## config.mk

```make
export PLATFORM = sky130hd
export DESIGN_NAME = bit_run_length_encoder
export DESIGN_NICKNAME = d
export VERILOG_FILES = /design/src/rtl/core/brle_pkg.sv /design/src/rtl/core/brle_front.sv /design/src/rtl/core/brle_tok_queue.sv /design/src/rtl/core/brle_back.sv /design/src/rtl/core/bit_run_length_encoder.sv
export SDC_FILE = /design/constraint.sdc
export NUM_CORES = 1
export LEC_CHECK = 0
export BUFFER_PORTS_ARGS = -buffer_cell sky130_fd_sc_hd__buf_2
export CORE_UTILIZATION = 40
export CTS_BUF_LIST = sky130_fd_sc_hd__clkbuf_16
export DETAILED_ROUTE_END_ITERATION = 7
export PLACE_DENSITY = 0.58
export REMOVE_ABC_BUFFERS = 1
export SYNTH_ARGS = -nofsm -noshare
export SYNTH_HDL_FRONTEND = slang
export SYNTH_SLANG_ARGS = --single-unit
```

## constraint.sdc

```tcl
create_clock -name clk -period 4 [get_ports clk]
set_input_delay 0.6 -clock clk [delete_from_list [all_inputs] [get_ports clk]]
set_output_delay 0.6 -clock clk [all_outputs]
set_load 0.05 [all_outputs]
```

## src/rtl/core/brle_pkg.sv

```systemverilog
// ----------------------------------------------------------------------------
// Bit run-length encoder package
// Shared widths, constants and the structures that travel between the
// run tracker, the token queue and the budget stage.
// ----------------------------------------------------------------------------
package brle_pkg;

    // Field widths.
    localparam int CNT_W = 8;
    localparam int POS_W = 16;

    // Longest run that one token can carry.
    localparam logic [CNT_W-1:0] RUN_CAP = 8'd255;

    // Compressed size of one token, sized for the budget compare.
    localparam logic [POS_W:0] TOKEN_BITS = 17'd9;

    // Reset value of the budget register.
    localparam logic [POS_W-1:0] BUDGET_RESET = 16'hFFFF;

    // Token queue between the run tracker and the budget stage.
    localparam int TQ_DEPTH = 4;
    localparam int TQ_PTR_W = 2;
    localparam int TQ_CNT_W = 3;

    // Result queue at the output.
    localparam int OQ_DEPTH = 2;
    localparam int OQ_PTR_W = 1;
    localparam int OQ_CNT_W = 2;

    // One run token as found by the run tracker.
    typedef struct packed {
        logic [CNT_W-1:0] count;
        logic             value;
        logic             last;
    } token_t;

    // Up to two tokens written into the token queue in one cycle.
    typedef struct packed {
        logic   a_valid;
        token_t a;
        logic   b_valid;
        token_t b;
    } tok_wr_t;

    // One result request as delivered at the output.
    typedef struct packed {
        logic [CNT_W-1:0] run_length;
        logic             run_bit;
        logic             token_last;
        logic             overflow;
        logic [POS_W-1:0] total_bits;
    } result_t;

endpackage

```

## src/rtl/core/brle_front.sv

```systemverilog
// ----------------------------------------------------------------------------
// Run tracker
// Accepts one bit per cycle, follows the current run and classifies each
// bit into at most two tokens: a change or cap token, and a final token.
// ----------------------------------------------------------------------------
module brle_front
(
    input  logic            clk,
    input  logic            rst_n,
    input  logic            bit_value,
    input  logic            last_bit,
    input  logic            accept,
    output brle_pkg::tok_wr_t wr
);
    import brle_pkg::*;

    logic             run_value_reg;
    logic             run_value_next;
    logic [CNT_W-1:0] run_count_reg;
    logic [CNT_W-1:0] run_count_next;
    logic             first_reg;
    logic             first_next;

    // Run update and token classification for an accepted bit.
    always_comb
    begin
        logic             new_value;
        logic [CNT_W-1:0] new_count;
        new_value = run_value_reg;
        new_count = run_count_reg;
        wr        = '0;

        if (first_reg)
        begin
            new_value = bit_value;
            new_count = CNT_W'(1);
        end
        else if (bit_value == run_value_reg)
        begin
            if (run_count_reg == RUN_CAP)
            begin
                wr.a_valid = accept;
                wr.a       = '{count: run_count_reg, value: run_value_reg, last: 1'b0};
                new_count  = CNT_W'(1);
            end
            else
            begin
                new_count = run_count_reg + CNT_W'(1);
            end
        end
        else
        begin
            wr.a_valid = accept;
            wr.a       = '{count: run_count_reg, value: run_value_reg, last: 1'b0};
            new_value  = bit_value;
            new_count  = CNT_W'(1);
        end

        // The final bit always closes its run with a final token.
        wr.b_valid = accept & last_bit;
        wr.b       = '{count: new_count, value: new_value, last: 1'b1};

        run_value_next = run_value_reg;
        run_count_next = run_count_reg;
        first_next     = first_reg;
        if (accept)
        begin
            if (last_bit)
            begin
                run_value_next = 1'b0;
                run_count_next = '0;
                first_next     = 1'b1;
            end
            else
            begin
                run_value_next = new_value;
                run_count_next = new_count;
                first_next     = 1'b0;
            end
        end
    end

    // Run state registers.
    always_ff @(posedge clk or negedge rst_n)
    begin
        if (!rst_n)
        begin
            run_value_reg <= 1'b0;
            run_count_reg <= '0;
            first_reg     <= 1'b1;
        end
        else
        begin
            run_value_reg <= run_value_next;
            run_count_reg <= run_count_next;
            first_reg     <= first_next;
        end
    end

endmodule

```

## src/rtl/core/brle_tok_queue.sv

```systemverilog
// ----------------------------------------------------------------------------
// Token queue
// Short queue between the run tracker and the budget stage. It takes up to
// two tokens per cycle and hands out one.
// ----------------------------------------------------------------------------
module brle_tok_queue
(
    input  logic              clk,
    input  logic              rst_n,
    input  brle_pkg::tok_wr_t wr,
    output logic              full,
    output logic              head_valid,
    output brle_pkg::token_t  head,
    input  logic              head_pop
);
    import brle_pkg::*;

    token_t              mem_reg [TQ_DEPTH];
    logic [TQ_PTR_W-1:0] wr_ptr_reg;
    logic [TQ_PTR_W-1:0] wr_ptr_next;
    logic [TQ_PTR_W-1:0] rd_ptr_reg;
    logic [TQ_PTR_W-1:0] rd_ptr_next;
    logic [TQ_CNT_W-1:0] count_reg;
    logic [TQ_CNT_W-1:0] count_next;
    logic [TQ_PTR_W-1:0] b_idx;
    logic [TQ_CNT_W-1:0] n_wr;

    // Room must remain for the two tokens one bit can make.
    assign full       = count_reg > TQ_CNT_W'(TQ_DEPTH - 2);
    assign head_valid = count_reg != '0;
    assign head       = mem_reg[rd_ptr_reg];

    // Pointer and fill count updates.
    always_comb
    begin
        b_idx       = wr.a_valid ? wr_ptr_reg + TQ_PTR_W'(1) : wr_ptr_reg;
        n_wr        = TQ_CNT_W'(wr.a_valid) + TQ_CNT_W'(wr.b_valid);
        wr_ptr_next = wr_ptr_reg + n_wr[TQ_PTR_W-1:0];
        rd_ptr_next = rd_ptr_reg + TQ_PTR_W'(head_pop);
        count_next  = count_reg + n_wr - TQ_CNT_W'(head_pop);
    end

    // Control registers.
    always_ff @(posedge clk or negedge rst_n)
    begin
        if (!rst_n)
        begin
            wr_ptr_reg <= '0;
            rd_ptr_reg <= '0;
            count_reg  <= '0;
        end
        else
        begin
            wr_ptr_reg <= wr_ptr_next;
            rd_ptr_reg <= rd_ptr_next;
            count_reg  <= count_next;
        end
    end

    // Token storage.
    always_ff @(posedge clk)
    begin
        if (wr.a_valid)
        begin
            mem_reg[wr_ptr_reg] <= wr.a;
        end
        if (wr.b_valid)
        begin
            mem_reg[b_idx] <= wr.b;
        end
    end

endmodule

```

## src/rtl/core/brle_back.sv

```systemverilog
// ----------------------------------------------------------------------------
// Budget stage
// Charges each token against the bit budget, turns the first token that
// does not fit into an overflow result, drops the rest of an aborted stream
// and queues the results for the output.
// ----------------------------------------------------------------------------
module brle_back
(
    input  logic                         clk,
    input  logic                         rst_n,
    input  logic                         cfg_we,
    input  logic [brle_pkg::POS_W-1:0]   cfg_budget,
    input  logic                         tok_valid,
    input  brle_pkg::token_t             tok,
    output logic                         tok_pop,
    output logic                         res_empty,
    output brle_pkg::result_t            res,
    input  logic                         res_pop
);
    import brle_pkg::*;

    logic [POS_W-1:0]    budget_reg;
    logic [POS_W-1:0]    pos_reg;
    logic [POS_W-1:0]    pos_next;
    logic                aborted_reg;
    logic                aborted_next;
    result_t             oq_reg [OQ_DEPTH];
    logic [OQ_PTR_W-1:0] oq_wr_reg;
    logic [OQ_PTR_W-1:0] oq_rd_reg;
    logic [OQ_CNT_W-1:0] oq_count_reg;
    logic [OQ_CNT_W-1:0] oq_count_next;
    logic                oq_push;
    logic                oq_pop;
    result_t             new_res;
    logic [POS_W:0]      pos_sum;

    assign oq_pop    = res_pop & (oq_count_reg != '0);
    assign res_empty = oq_count_reg == '0;
    assign res       = oq_reg[oq_rd_reg];

    // Budget check and stream abort handling for the head token.
    always_comb
    begin
        pos_sum      = {1'b0, pos_reg} + TOKEN_BITS;
        tok_pop      = tok_valid & (aborted_reg | (oq_count_reg != OQ_CNT_W'(OQ_DEPTH)));
        oq_push      = 1'b0;
        new_res      = '0;
        pos_next     = pos_reg;
        aborted_next = aborted_reg;

        if (tok_pop)
        begin
            if (aborted_reg)
            begin
                // Rest of an aborted stream: drop until its final token.
                if (tok.last)
                begin
                    aborted_next = 1'b0;
                    pos_next     = '0;
                end
            end
            else if (pos_sum > {1'b0, budget_reg})
            begin
                oq_push            = 1'b1;
                new_res.token_last = 1'b1;
                new_res.overflow   = 1'b1;
                aborted_next       = ~tok.last;
                pos_next           = '0;
            end
            else
            begin
                oq_push            = 1'b1;
                new_res.run_length = tok.count;
                new_res.run_bit    = tok.value;
                new_res.token_last = tok.last;
                new_res.total_bits = tok.last ? pos_sum[POS_W-1:0] : '0;
                pos_next           = tok.last ? '0 : pos_sum[POS_W-1:0];
            end
        end

        oq_count_next = oq_count_reg + OQ_CNT_W'(oq_push) - OQ_CNT_W'(oq_pop);
    end

    // Control and budget registers.
    always_ff @(posedge clk or negedge rst_n)
    begin
        if (!rst_n)
        begin
            budget_reg   <= BUDGET_RESET;
            pos_reg      <= '0;
            aborted_reg  <= 1'b0;
            oq_wr_reg    <= '0;
            oq_rd_reg    <= '0;
            oq_count_reg <= '0;
        end
        else
        begin
            if (cfg_we)
            begin
                budget_reg <= cfg_budget;
            end
            pos_reg      <= pos_next;
            aborted_reg  <= aborted_next;
            oq_wr_reg    <= oq_wr_reg + OQ_PTR_W'(oq_push);
            oq_rd_reg    <= oq_rd_reg + OQ_PTR_W'(oq_pop);
            oq_count_reg <= oq_count_next;
        end
    end

    // Result storage.
    always_ff @(posedge clk)
    begin
        if (oq_push)
        begin
            oq_reg[oq_wr_reg] <= new_res;
        end
    end

endmodule

```

## src/rtl/core/bit_run_length_encoder.sv

```systemverilog
// ----------------------------------------------------------------------------
// Bit run-length encoder
// Encodes a bit stream into 9-bit run tokens under a compressed bit budget.
// ----------------------------------------------------------------------------
// One input bit is taken per cycle, back to back, while the four-entry token
// queue has room for the two tokens a bit may produce; the budget stage
// retires one token per cycle into a two-entry result queue while it has
// room, so the sustained rate is one bit per cycle while results are popped.
// Results pass through both queues before they are visible. A final bit that
// closes a changed run yields two results, delivered in turn. The budget
// register resets to 65535 and is written through the cfg channel, which is
// always ready; write it only while no stream is in flight.
// ----------------------------------------------------------------------------
module bit_run_length_encoder
(
    input  logic                       clk,
    input  logic                       rst_n,
    input  logic                       bit_value,
    input  logic                       last_bit,
    input  logic                       push,
    output logic                       full,
    output logic [brle_pkg::CNT_W-1:0] run_length,
    output logic                       run_bit,
    output logic                       token_last,
    output logic                       overflow,
    output logic [brle_pkg::POS_W-1:0] total_bits,
    output logic                       empty,
    input  logic                       pop,
    input  logic                       cfg_valid,
    output logic                       cfg_ready,
    input  logic [brle_pkg::POS_W-1:0] cfg_data
);
    import brle_pkg::*;

    tok_wr_t wr;
    token_t  head;
    logic    head_valid;
    logic    head_pop;
    logic    accept;
    result_t res;

    assign accept    = push & ~full;
    assign cfg_ready = 1'b1;

    // Run tracker.
    brle_front u_front
    (
        .clk       (clk),
        .rst_n     (rst_n),
        .bit_value (bit_value),
        .last_bit  (last_bit),
        .accept    (accept),
        .wr        (wr)
    );

    // Token queue between the two halves.
    brle_tok_queue u_tok_queue
    (
        .clk        (clk),
        .rst_n      (rst_n),
        .wr         (wr),
        .full       (full),
        .head_valid (head_valid),
        .head       (head),
        .head_pop   (head_pop)
    );

    // Budget stage and result queue.
    brle_back u_back
    (
        .clk        (clk),
        .rst_n      (rst_n),
        .cfg_we     (cfg_valid & cfg_ready),
        .cfg_budget (cfg_data),
        .tok_valid  (head_valid),
        .tok        (head),
        .tok_pop    (head_pop),
        .res_empty  (empty),
        .res        (res),
        .res_pop    (pop)
    );

    assign run_length = res.run_length;
    assign run_bit    = res.run_bit;
    assign token_last = res.token_last;
    assign overflow   = res.overflow;
    assign total_bits = res.total_bits;

endmodule

```

# [Word level (Yosys, flattened, before mapping)]
# Memories as Yosys holds them, arrays and structs flattened.
# Index checks and enable logic that the tools add are counted.
# Widths: inputs -> output; s select.
[totals] out_inout_bits=30 n_memories=2 wordCells=77 reg_bits=54 ram_bits=94
[classes] addsub=12 reduce_logical=4 eq_ne=4 bitwise=7 muxes=34 magnitude_cmp=2
[mem_list] memory="u_back.oq_reg" depth=2 word_bits=27 read_ports=1 rd_clocked_by_memory_dff=0 write_ports=1 line_no="brle_back.sv:27" source="result_t oq_reg [OQ_DEPTH];"
[mem_list] memory="u_tok_queue.mem_reg" depth=4 word_bits=10 read_ports=1 rd_clocked_by_memory_dff=0 write_ports=2 line_no="brle_tok_queue.sv:18" source="token_t mem_reg [TQ_DEPTH];"
[op_table] cell="$mux 16" count=6
[op_table] cell="$mux 27" count=2
[op_table] cell="$mux 11" count=3
[op_table] cell="$mux 8" count=4
[op_table] cell="$add 16x4->17 const B" count=1
[op_table] cell="$gt 17x16->1" count=1
[op_table] cell="$mux 1" count=17
[op_table] cell="$mux 9" count=1
[op_table] cell="$add 8x1->8 const B" count=1
[op_table] cell="$eq 8x8->1 const B" count=1
[op_table] cell="$add 2x1->2" count=2
[op_table] cell="$and 1x1->1" count=4
[op_table] cell="$add 3x3->3" count=1
[op_table] cell="$gt 3x2->1 const B" count=1
[op_table] cell="$reduce_bool 3->1" count=1
[op_table] cell="$sub 3x1->3" count=1
[op_table] cell="$add 1x1->1" count=2
[op_table] cell="$add 1x1->2" count=1
[op_table] cell="$add 2x1->2 const B" count=1
[op_table] cell="$add 2x2->2" count=1
[op_table] cell="$logic_not 2->1" count=1
[op_table] cell="$mux 2" count=1
[op_table] cell="$ne 2x1->1 const B" count=1
[op_table] cell="$ne 2x2->1 const B" count=1
[op_table] cell="6 further kinds" count=7

# [Longest topological paths before layout]
# Gate-level depths: netlist of the first run.
[depth] ltp_word=9 ltp_mapped=15 depth_no_buf=13

# [Hierarchy]
# Synthesis of the first run repeated with hierarchy kept, for this count alone.
[unflattened] hier_cells=600 hier_area_um2=7767.4
[by_module_without_submodules] mod="brle_back" area_per_inst_um2=4356.7 instances=1 cells_each=355
[by_module_without_submodules] mod="brle_tok_queue" area_per_inst_um2=2617.5 instances=1 cells_each=148
[by_module_without_submodules] mod="brle_front" area_per_inst_um2=768.2 instances=1 cells_each=94
[by_module_without_submodules] mod="bit_run_length_encoder" area_per_inst_um2=25.0 instances=1 cells_each=3

# [Least setup slack after synthesis of the first run]
# Ideal clock, no wire load.
[synth_path] kind="reg2reg" start="register u_back.pos_reg[0]" end="register u_back.pos_reg[5]" setup_time_ns=0.067 arrival_ns=3.216 setup_slack_ns=0.717 required_time_ns=3.933 stages_incl_launch_ff=15 path_buffers=1 cell_sequence="dfrtp_1 ha_1 a21o_1 and3_1 clkbuf_1 and3_1 xnor2_1 inv_1 ha_1 nand4_1 nor4_1 a22oi_1 o21a_1 nor4_1 a221o_1"
[synth_between] elab_chain_cells=4
[synth_lines] item="from (decl)" line_no="brle_back.sv:23" source="logic [POS_W-1:0] pos_reg;"
[synth_lines] item="from (signal assigned)" line_no="brle_back.sv:102" source="pos_reg <= pos_next;"
[synth_lines] item="$add 16x4->17 *" line_no="brle_back.sv:44" source="pos_sum = {1'b0, pos_reg} + TOKEN_BITS;"
[synth_lines] item="$gt 17x16->1 or $mux 16 (tied branches)" line_no="brle_back.sv:62, brle_back.sv:77"
[synth_lines] item="$mux 16 *" line_no="brle_back.sv:62" source="else if (pos_sum > {1'b0, budget_reg})"
[synth_lines] item="$mux 16 *" line_no="brle_back.sv:53" source="if (aborted_reg)"
# Every way passes the cells marked *; elsewhere a longest branch is shown, timed or not.
# A chain may end at the register's enable or synchronous reset.

# [Final worst setup path of the first run]
[layout_path] start="register u_back.pos_reg[0]" end="register u_back.pos_reg[8]"
# Same word-level chain as after synthesis.

==> results of run 1 <==
[layout make-up]
class | instances | area [µm²] | area share
clock inverter | 15 | 186.4 | 0.02185
clock buffer | 17 | 425.4 | 0.04987
multi-input combinational | 419 | 2978 | 0.3491
inverter | 47 | 176.4 | 0.02068
timing repair buffer | 60 | 322.8 | 0.03784
tap | 229 | 286.5 | 0.03359
sequential | 148 | 4155 | 0.4871
[cells in the mapped netlist (2+ instances only)]
library cell and number:
and4_1 2, dfrtp_1 37, ha_1 34, buf_6 2, dfxtp_1 4, a32o_1 5, a21oi_1 12, and2_1 3
o21ai_0 64, edfxtp_1 90, a22oi_1 2, nor2_1 27, a22o_1 3, xnor2_1 16, a21o_1 3, nor4_1 3
inv_1 47, a31oi_1 2, nand4_1 7, dfstp_2 17, o21a_1 2, clkbuf_1 12, mux2i_1 3, o31ai_1 5
nor2b_1 18, xor2_1 11, and3_1 7, buf_2 4, mux4_2 10, nand2b_1 2, o41ai_1 2, mux2_2 32
or3_1 31, nand2_1 75, nand3_1 20, nor3_1 3
[per-stage QoR]
step / hold slack, ps / area (µm²) / setup slack [ps]
floorplan: 304.4 / 7287 / 637.0
global placement: 429.6 / 7896 / 492.8
detailed placement: 435.1 / 7896 / 217.8
CTS: 344.5 / 8508 / 200.8
global route: 378.1 / 8531 / 31.81
finish: 314.6 / 8531 / 478.1
[metal layers]
metal / global-route usage / vias up
li1: - / 2401
met1: 0.2588 / 2436
met2: 0.2764 / 143
met3: 0.04167 / 24
met4: 0.06522 / 0
met5: 0 / -
[final timing paths]
check,cells after the start,startpoint,end,slack (ps)
min reg2reg,2,u_tok_queue.mem_reg[0][0],u_tok_queue.mem_reg[0][0],440
max in group asynchronous,2,rst_n,u_back.budget_reg[3],2840
max,13,u_back.pos_reg[0],u_back.pos_reg[8],480
min,1,rst_n,u_tok_queue.wr_ptr_reg[0],310
min in group clk,3,cfg_data[7],u_back.budget_reg[7],390
max reg2reg,13,u_back.pos_reg[0],u_back.pos_reg[8],480
[worst register-to-register path: stages (launching register included)]
cell and delay [ps]:
dfrtp_1 440, ha_1 280, a21o_1 230, and3_1 250, nand2_1 100, xor2_1 250, inv_1 80, ha_1 300
a21o_1 180, a21oi_1 190, o2111ai_1 170, o21a_1 350, nor4_4 440, a22o_1 210
[power breakdown]
group	internal [mW]	switching, mW
logic	0.922	1.93
clock network	1.04	0.623
registers	2.28	0.310
[cells in the final DEF, fill, tap and decap left out, types with 4 or more instances in the layout]
master     Yosys  final
buf_4          1      9
edfxtp_1      90     90
dfstp_2       17     17
nand3_1       20     20
ha_1          34     34
nor2_1        27     27
nand2_1       75     75
a32o_1         5      5
clkbuf_16      0     17
mux4_2        10     10
dfxtp_1        4      4
nor2b_1       18     18
mux2_2        32     32
buf_2          4     51
nand4_1        7      7
xnor2_1       16     15
xor2_1        11     11
o21ai_0       64     63
inv_1         47     49
dfrtp_1       37     37
or3_1         31     31
o31ai_1        5      5
a21oi_1       12     12
bufinv_16      0      4
and3_1         7      7
[logic make-up after synthesis]
kind of cell,after synthesis,share of synthesized area
AOI/OAI and AO/OA,107,0.08610
adders and majority gates,35,0.06034
DFF,148,0.5629
xor gates and xnor gates,27,0.03203
muxes,46,0.08526
buffers and inverters,66,0.03678
other,1,0.0005080
and+or+nand+nor,203,0.1361
==> impl_results.rst, run 1 <==
.. list-table::
   :header-rows: 1

   * - Metric
     - Value
   * - Result of the run
     - finished clean
   * - Placement row count
     - 49
   * - Path type of the worst min-delay path
     - in -> async
   * - Non-filler cells, final
     - 935
   * - Remaining max-slew budget at the tightest pin
     - 0.2294
   * - Sum of negative setup slack
     - 0 ps
   * - Clock Pin Slew Worst Setup and Hold Paths
     - 60 ps
   * - Post-detail-place hpwl
     - about 12 mm
   * - Post-layout net count
     - 751
   * - Crit path buffers/inverters
     - 1
   * - Iteration-0 DRC Markers
     - 404
   * - Largest driver fanout on the critical path
     - 8
   * - Final cell utilization of the core
     - 0.4733
   * - Number of levels the H-tree was split into
     - 4
   * - Clock Path Buffers
     - 2
   * - Drt first pass iters
     - 5
   * - Number of buffer cells added on primary ports
     - 51
   * - Number of remaining DRC errors
     - 0
   * - Sequential fraction of the synthesis area
     - 0.5629
   * - CTS resizes
     - 0
   * - Final critical delay including setup and external delays
     - approximately 3500 ps
   * - Areal power density over the cells
     - about 830 mW/mm²
   * - Netlist cell types
     - 52
   * - Worst vdd ir
     - 0.5070 mV
   * - Final setup vio count
     - 0
   * - Post-Synthesis Cells
     - 633
   * - Top layer reached by signal wires
     - met4
   * - Max-capacitance violation count
     - 0
   * - Sequence of cells on the critical path
     - ha_1 -> a21o_1 -> and3_1 -> nand2_1 -> xor2_1 -> inv_1 -> ha_1 -> a21o_1 -> a21oi_1 -> o2111ai_1 -> o21a_1 -> nor4_4 -> a22o_1
   * - Total of warnings raised by yosys
     - 0
   * - Number of flip-flops in the largest register
     - 54
   * - Number of fill cells
     - 1669
   * - Top flip-flop cell by instance count after synthesis
     - edfxtp_1
   * - Core area
     - between 0.015 and 0.02 mm²
   * - Worst-margin pin slew
     - 1156 ps
   * - Initial antenna violation count
     - 0
   * - Leakage dissipation
     - 3.470 nW
   * - Diodes inserted
     - 0
   * - Cts hold-fix bufs
     - 0
   * - CTS Buf Count
     - 17
   * - Post-DRT Antenna Nets
     - 0
   * - Maximum number of pins on one net before global-route repair
     - 38
   * - Worst path top cell family by delay
     - compound AO/OA/AOI/OAI gates
   * - Die X
     - between 100 and 150 µm
   * - CP peak stage delay
     - ~440 ps
   * - Routed length on met3
     - 700 µm
   * - Metal-1 WL
     - 8.034 mm
   * - Proportion of layout cells with a drive suffix above 1
     - 0.2167
   * - Starting density of the core
     - 0.4096
   * - Leading cell types by total area after synthesis
     - edfxtp_1 (37%), dfrtp_1 (13%), dfstp_2 (6.1%)
   * - Ports placed on the boundary
     - between 50 and 60
   * - Area share of the leading cell type in the synthesized netlist
     - 0.3661
   * - Classification of the worst setup path
     - reg -> reg
   * - Fmax achieved
     - 283.9 MHz
   * - Final period util
     - 0.8805
   * - TritonCTS clock tree
     - yes
   * - Type of element capturing the critical path
     - register
   * - Synthesis-to-layout area growth
     - 15.56%
   * - Detailed-route vias per instance
     - about 5.4
   * - WP data required
     - 4350 ps
   * - Vias after detailed routing
     - 5004
   * - Routed len/inst
     - 17.25 µm
   * - Worst Setup Start Kind
     - register
   * - Total count of hold-check failures in the final report
     - 0
   * - RSZ-0062 raised after global routing
     - false
   * - Clock insertion delay at the later pin of the skew report
     - 420 ps
   * - Cell at the slowest stage of the critical path
     - dfrtp_1
   * - Wire length of the first global-routing pass
     - 26.23 mm
   * - Overall global routing resource usage
     - 0.1836
   * - Total die area
     - about 0.019 mm²
   * - Routed Wire Length
     - 16.13 mm
   * - Crit path DAT
     - between 3000 and 4000 ps
   * - Mean area per synthesized cell
     - around 12 µm²
   * - Number of storage elements in the synthesis netlist
     - 148
   * - Buffer cell driving the clock tree root
     - clkbuf_16
   * - Final weighted congestion in routability-driven placement
     - 0.8241
   * - Number of pins with negative max-slew slack in the final report
     - 0
   * - Setup repair bufs after CTS
     - 0
   * - Number of placed cells counting well taps
     - 903
   * - Met2 wire length
     - 7.171 mm
   * - Fin Clk Skew
     - 8.319 ps
   * - Overall power
     - 7.103 mW
   * - Number of enable-type register cells in the synthesized netlist
     - 90
   * - Async set-reset flop share out of synthesis
     - 0.3649
   * - Via count of the first global-routing pass
     - ~5100
   * - Number of sinks on the clock net
     - ~150
   * - Global-route congestion overflow total
     - 0
   * - Cell type with the highest aggregate area in the netlist
     - edfxtp_1
   * - Die outline height
     - roughly 140 µm
   * - Cell area after synthesis
     - around 0.0074 mm²
Power figures use the tool's default switching activity.
==> run 2: changes to the inputs <==
--- a/config.mk
+++ b/config.mk
@@ -13,4 +13,5 @@
 export REMOVE_ABC_BUFFERS = 1
 export SYNTH_ARGS = -nofsm -noshare
 export SYNTH_HDL_FRONTEND = slang
+export SYNTH_HIERARCHICAL = 1
 export SYNTH_SLANG_ARGS = --single-unit
==> run 2 against run 1 <==
Against the previous run:
- total power up 0.94%
- sequential share of layout area down 1.6 points
- via count down 7.2%
- maximum frequency down 4.9%
- synthesized area up 5.2%
- critical path type unchanged
==> impl_results.rst, run 2 <==
.. list-table::
   :header-rows: 1

   * - Metric
     - Value
   * - Clock insertion delay at the later pin of the skew report
     - 420 ps
   * - Worst-margin pin slew
     - 1031 ps
   * - Final setup vio count
     - 0
   * - Number of buffer cells added on primary ports
     - 51
   * - Total of warnings raised by yosys
     - 6
   * - Netlist cell types
     - 72
   * - Number of flip-flops in the largest register
     - 54
   * - Part of the total power dissipated in combinational logic
     - 0.412
   * - Net Switching
     - about 2.9 mW
   * - WP data required
     - 4250 ps
   * - Most frequent cells in the layout
     - edfxtp_1 (94), buf_2 (51), nand2_1 (49)
   * - Global-route congestion overflow total
     - 0
   * - Cell area after synthesis
     - 0.007767 mm²
   * - Most common cell in the netlist
     - edfxtp_1
   * - RSZ-0062 raised after global routing
     - false
   * - Sequence of cells on the critical path
     - ha_1 -> a21oi_2 -> nor3b_2 -> nand4_1 -> xor2_1 -> inv_1 -> ha_1 -> and3_1 -> a211oi_1 -> o21ai_1 -> o31ai_4 -> nand4_4 -> nor2_1
   * - Max-capacitance violation count
     - 0
   * - CP peak stage delay
     - 460 ps
   * - Leading cell types by total area after synthesis
     - edfxtp_1 (36%), dfrtp_1 (12%), mux2_4 (6.4%)
   * - Sum of negative setup slack
     - 0 ps
   * - Footprint of the multi-input gates
     - 0.003251 mm²
   * - Cell depth of the worst flop-to-flop path
     - 13
   * - Overall power
     - 7.169 mW
   * - Wire length of the first global-routing pass
     - 25.07 mm
   * - Portion of total power attributed to sequential cells
     - 0.356
   * - Proportion of total power due to net switching
     - 0.4013
   * - Routed len/inst
     - 16.11 µm
   * - Diodes inserted
     - 0
   * - Post-Synthesis Cells
     - 600
   * - TritonCTS clock tree
     - yes
   * - Die outline height
     - 141.4 µm
   * - Leakage dissipation
     - 3.729 nW
   * - Total die area
     - 0.01998 mm²
   * - Maximum number of pins on one net before global-route repair
     - 43
   * - Cts hold-fix bufs
     - 0
   * - Vias after detailed routing
     - 4644
   * - Setup slack of the worst register-to-register path
     - 300 ps
   * - Post-DRT Antenna Nets
     - 0
   * - Placement row count
     - 50
   * - Cell type with the highest aggregate area in the netlist
     - edfxtp_1
   * - Fmax achieved
     - 270.1 MHz
   * - CTS Buf Count
     - 17
   * - Share of total power in the clock network
     - 0.232
   * - P_int
     - 4.293 mW
   * - Most common library cell in the layout ignoring fill and taps
     - edfxtp_1
   * - Die X
     - roughly 140 µm
   * - Sequential Area
     - roughly 0.0042 mm²
   * - Most numerous cell types in the synthesized netlist
     - edfxtp_1 (94), nand2_1 (49), inv_1 (42), dfrtp_1 (37), mux2_2 (35)
   * - Post-layout net count
     - 716
   * - Initial antenna violation count
     - 0
   * - Clock Path Buffers
     - 2
   * - Proportion of layout cells with a drive suffix above 1
     - 0.3388
   * - Drt first pass iters
     - 4
   * - Number of sinks on the clock net
     - 148
   * - Clock Pin Slew Worst Setup and Hold Paths
     - about 70 ps
   * - Final critical delay including setup and external delays
     - 3702 ps
   * - Detailed-route vias per instance
     - around 5
   * - Number of remaining DRC errors
     - 0
   * - Crit path DAT
     - 3950 ps
   * - Worst Setup Start Kind
     - register
   * - Classification of the worst setup path
     - reg -> reg
   * - Area share of the leading cell type in the synthesized netlist
     - 0.3634
   * - Async set-reset flop share out of synthesis
     - 0.3649
   * - Via count of the first global-routing pass
     - between 4000 and 5000
   * - Synthesis-to-layout area growth
     - 14.64%
   * - Number of placed cells counting well taps
     - 901
   * - Setup repair bufs after CTS
     - 0
   * - R2R Path Start
     - u_back/pos_reg[0]
   * - Worst vdd ir
     - 0.3957 mV
   * - Areal power density over the cells
     - between 800 and 900 mW/mm²
   * - Largest driver fanout on the critical path
     - 16
   * - Iteration-0 DRC Markers
     - 238
   * - Mean area per synthesized cell
     - 12.95 µm²
   * - Number of storage elements in the synthesis netlist
     - 148
   * - Routed Wire Length
     - between 15 and 20 mm
   * - Number of enable-type register cells in the synthesized netlist
     - 94
   * - Final cell utilization of the core
     - 0.4713
   * - Final weighted congestion in routability-driven placement
     - 0.7930
   * - CTS resizes
     - 0
   * - Number of fill cells
     - 1756
   * - Ports placed on the boundary
     - 53
   * - Non-filler cells, final
     - 933
   * - Type of element capturing the critical path
     - register
   * - Overall global routing resource usage
     - 0.1643
   * - Top flip-flop cell by instance count after synthesis
     - edfxtp_1
   * - Starting density of the core
     - 0.4111
   * - Post-detail-place hpwl
     - 10.62 mm
   * - Number of pins with negative max-slew slack in the final report
     - 0
   * - Number of levels the H-tree was split into
     - 4
   * - Worst flop-to-flop path endpoint
     - u_back/oq_reg[0][3]
   * - Cell at the slowest stage of the critical path
     - dfrtp_1
   * - Final period util
     - 0.9255
   * - Core area
     - 0.01889 mm²
   * - Most common cell on crit path
     - ha_1
   * - Result of the run
     - finished clean
   * - Path type of the worst min-delay path
     - in -> async
   * - Fin Clk Skew
     - between 10 and 15 ps
   * - Sequential fraction of the synthesis area
     - 0.5401
   * - Buffer cell driving the clock tree root
     - clkbuf_16
   * - Remaining max-slew budget at the tightest pin
     - 0.3128
   * - Total count of hold-check failures in the final report
     - 0
run 2: worst max path at each step:
stage	startpoint	end	cells after the start
floorplan	u_front/run_count_reg[0]	u_tok_queue/count_reg[2]	12
global placement	u_back/pos_reg[0]	u_back/oq_reg[0][10]	12
detailed placement	u_back/pos_reg[0]	u_back/oq_reg[0][3]	13
CTS	u_back/pos_reg[0]	u_back/oq_reg[0][3]	13
global route	u_back/pos_reg[0]	u_back/oq_reg[0][3]	13
finish	u_back/pos_reg[0]	u_back/oq_reg[0][3]	13
run 2: area by class of cell:
type,count,share of cell area
Tap cell,260,0.03653
Clock inverter,15,0.02178
Inverter,43,0.01813
Sequential cell,148,0.4711
Multi-Input combinational cell,386,0.3650
Timing Repair Buffer,64,0.03962
Clock buffer,17,0.04777
run 2: layer usage:
layer / GRT usage / wire length [µm]
met1: 0.2255 / 7413
met2: 0.2621 / 6944
met3: 0.03510 / 550
met4: 0.04748 / 125
met5: 0 / 0
run 2: cell families after synthesis:
group                      synth area share
AOI/OAI and AO/OA                   0.06733
xor gates and xnor gates            0.03157
adders and majority gates           0.05412
buffers and inverters               0.04140
DFF                                  0.5401
muxes                                0.1435
other                              0.001450
and+or+nand+nor                      0.1205
run 2: per-stage QoR:
step	hold slack (ps)	area (µm²)	setup slack [ps]
global placement	484.5	8285	438.5
CTS	380.6	8905	266.1
global route	392.7	8905	41.52
floorplan	304.4	7607	802.1
finish	345.8	8905	298.1
detailed placement	490.0	8285	287.7
run 2: power by group through the flow:
| stage | registers (mW) | logic (mW) | clock network [mW] |
|---|---|---|---|
| 6_report | 2.55 | 2.95 | 1.66 |
| 5_1_grt | 2.62 | 3.21 | 1.76 |
| 4_1_cts | 2.56 | 3.00 | 1.69 |
| 3_5_place_dp | 2.59 | 2.98 | 0 |
| 3_3_place_gp | 2.56 | 2.93 | 0 |
| 2_1_floorplan | 2.54 | 2.26 | 0 |
run 2: worst max-delay path, delay by kind of cell (launching register included):
family / cells / cell delay, ps
AOI/OAI and AO/OA: 4 / 860
xor gates and xnor gates: 1 / 370
adders and majority gates: 2 / 560
buffers and inverters: 1 / 90
DFF: 1 / 460
and+or+nand+nor: 5 / 1200
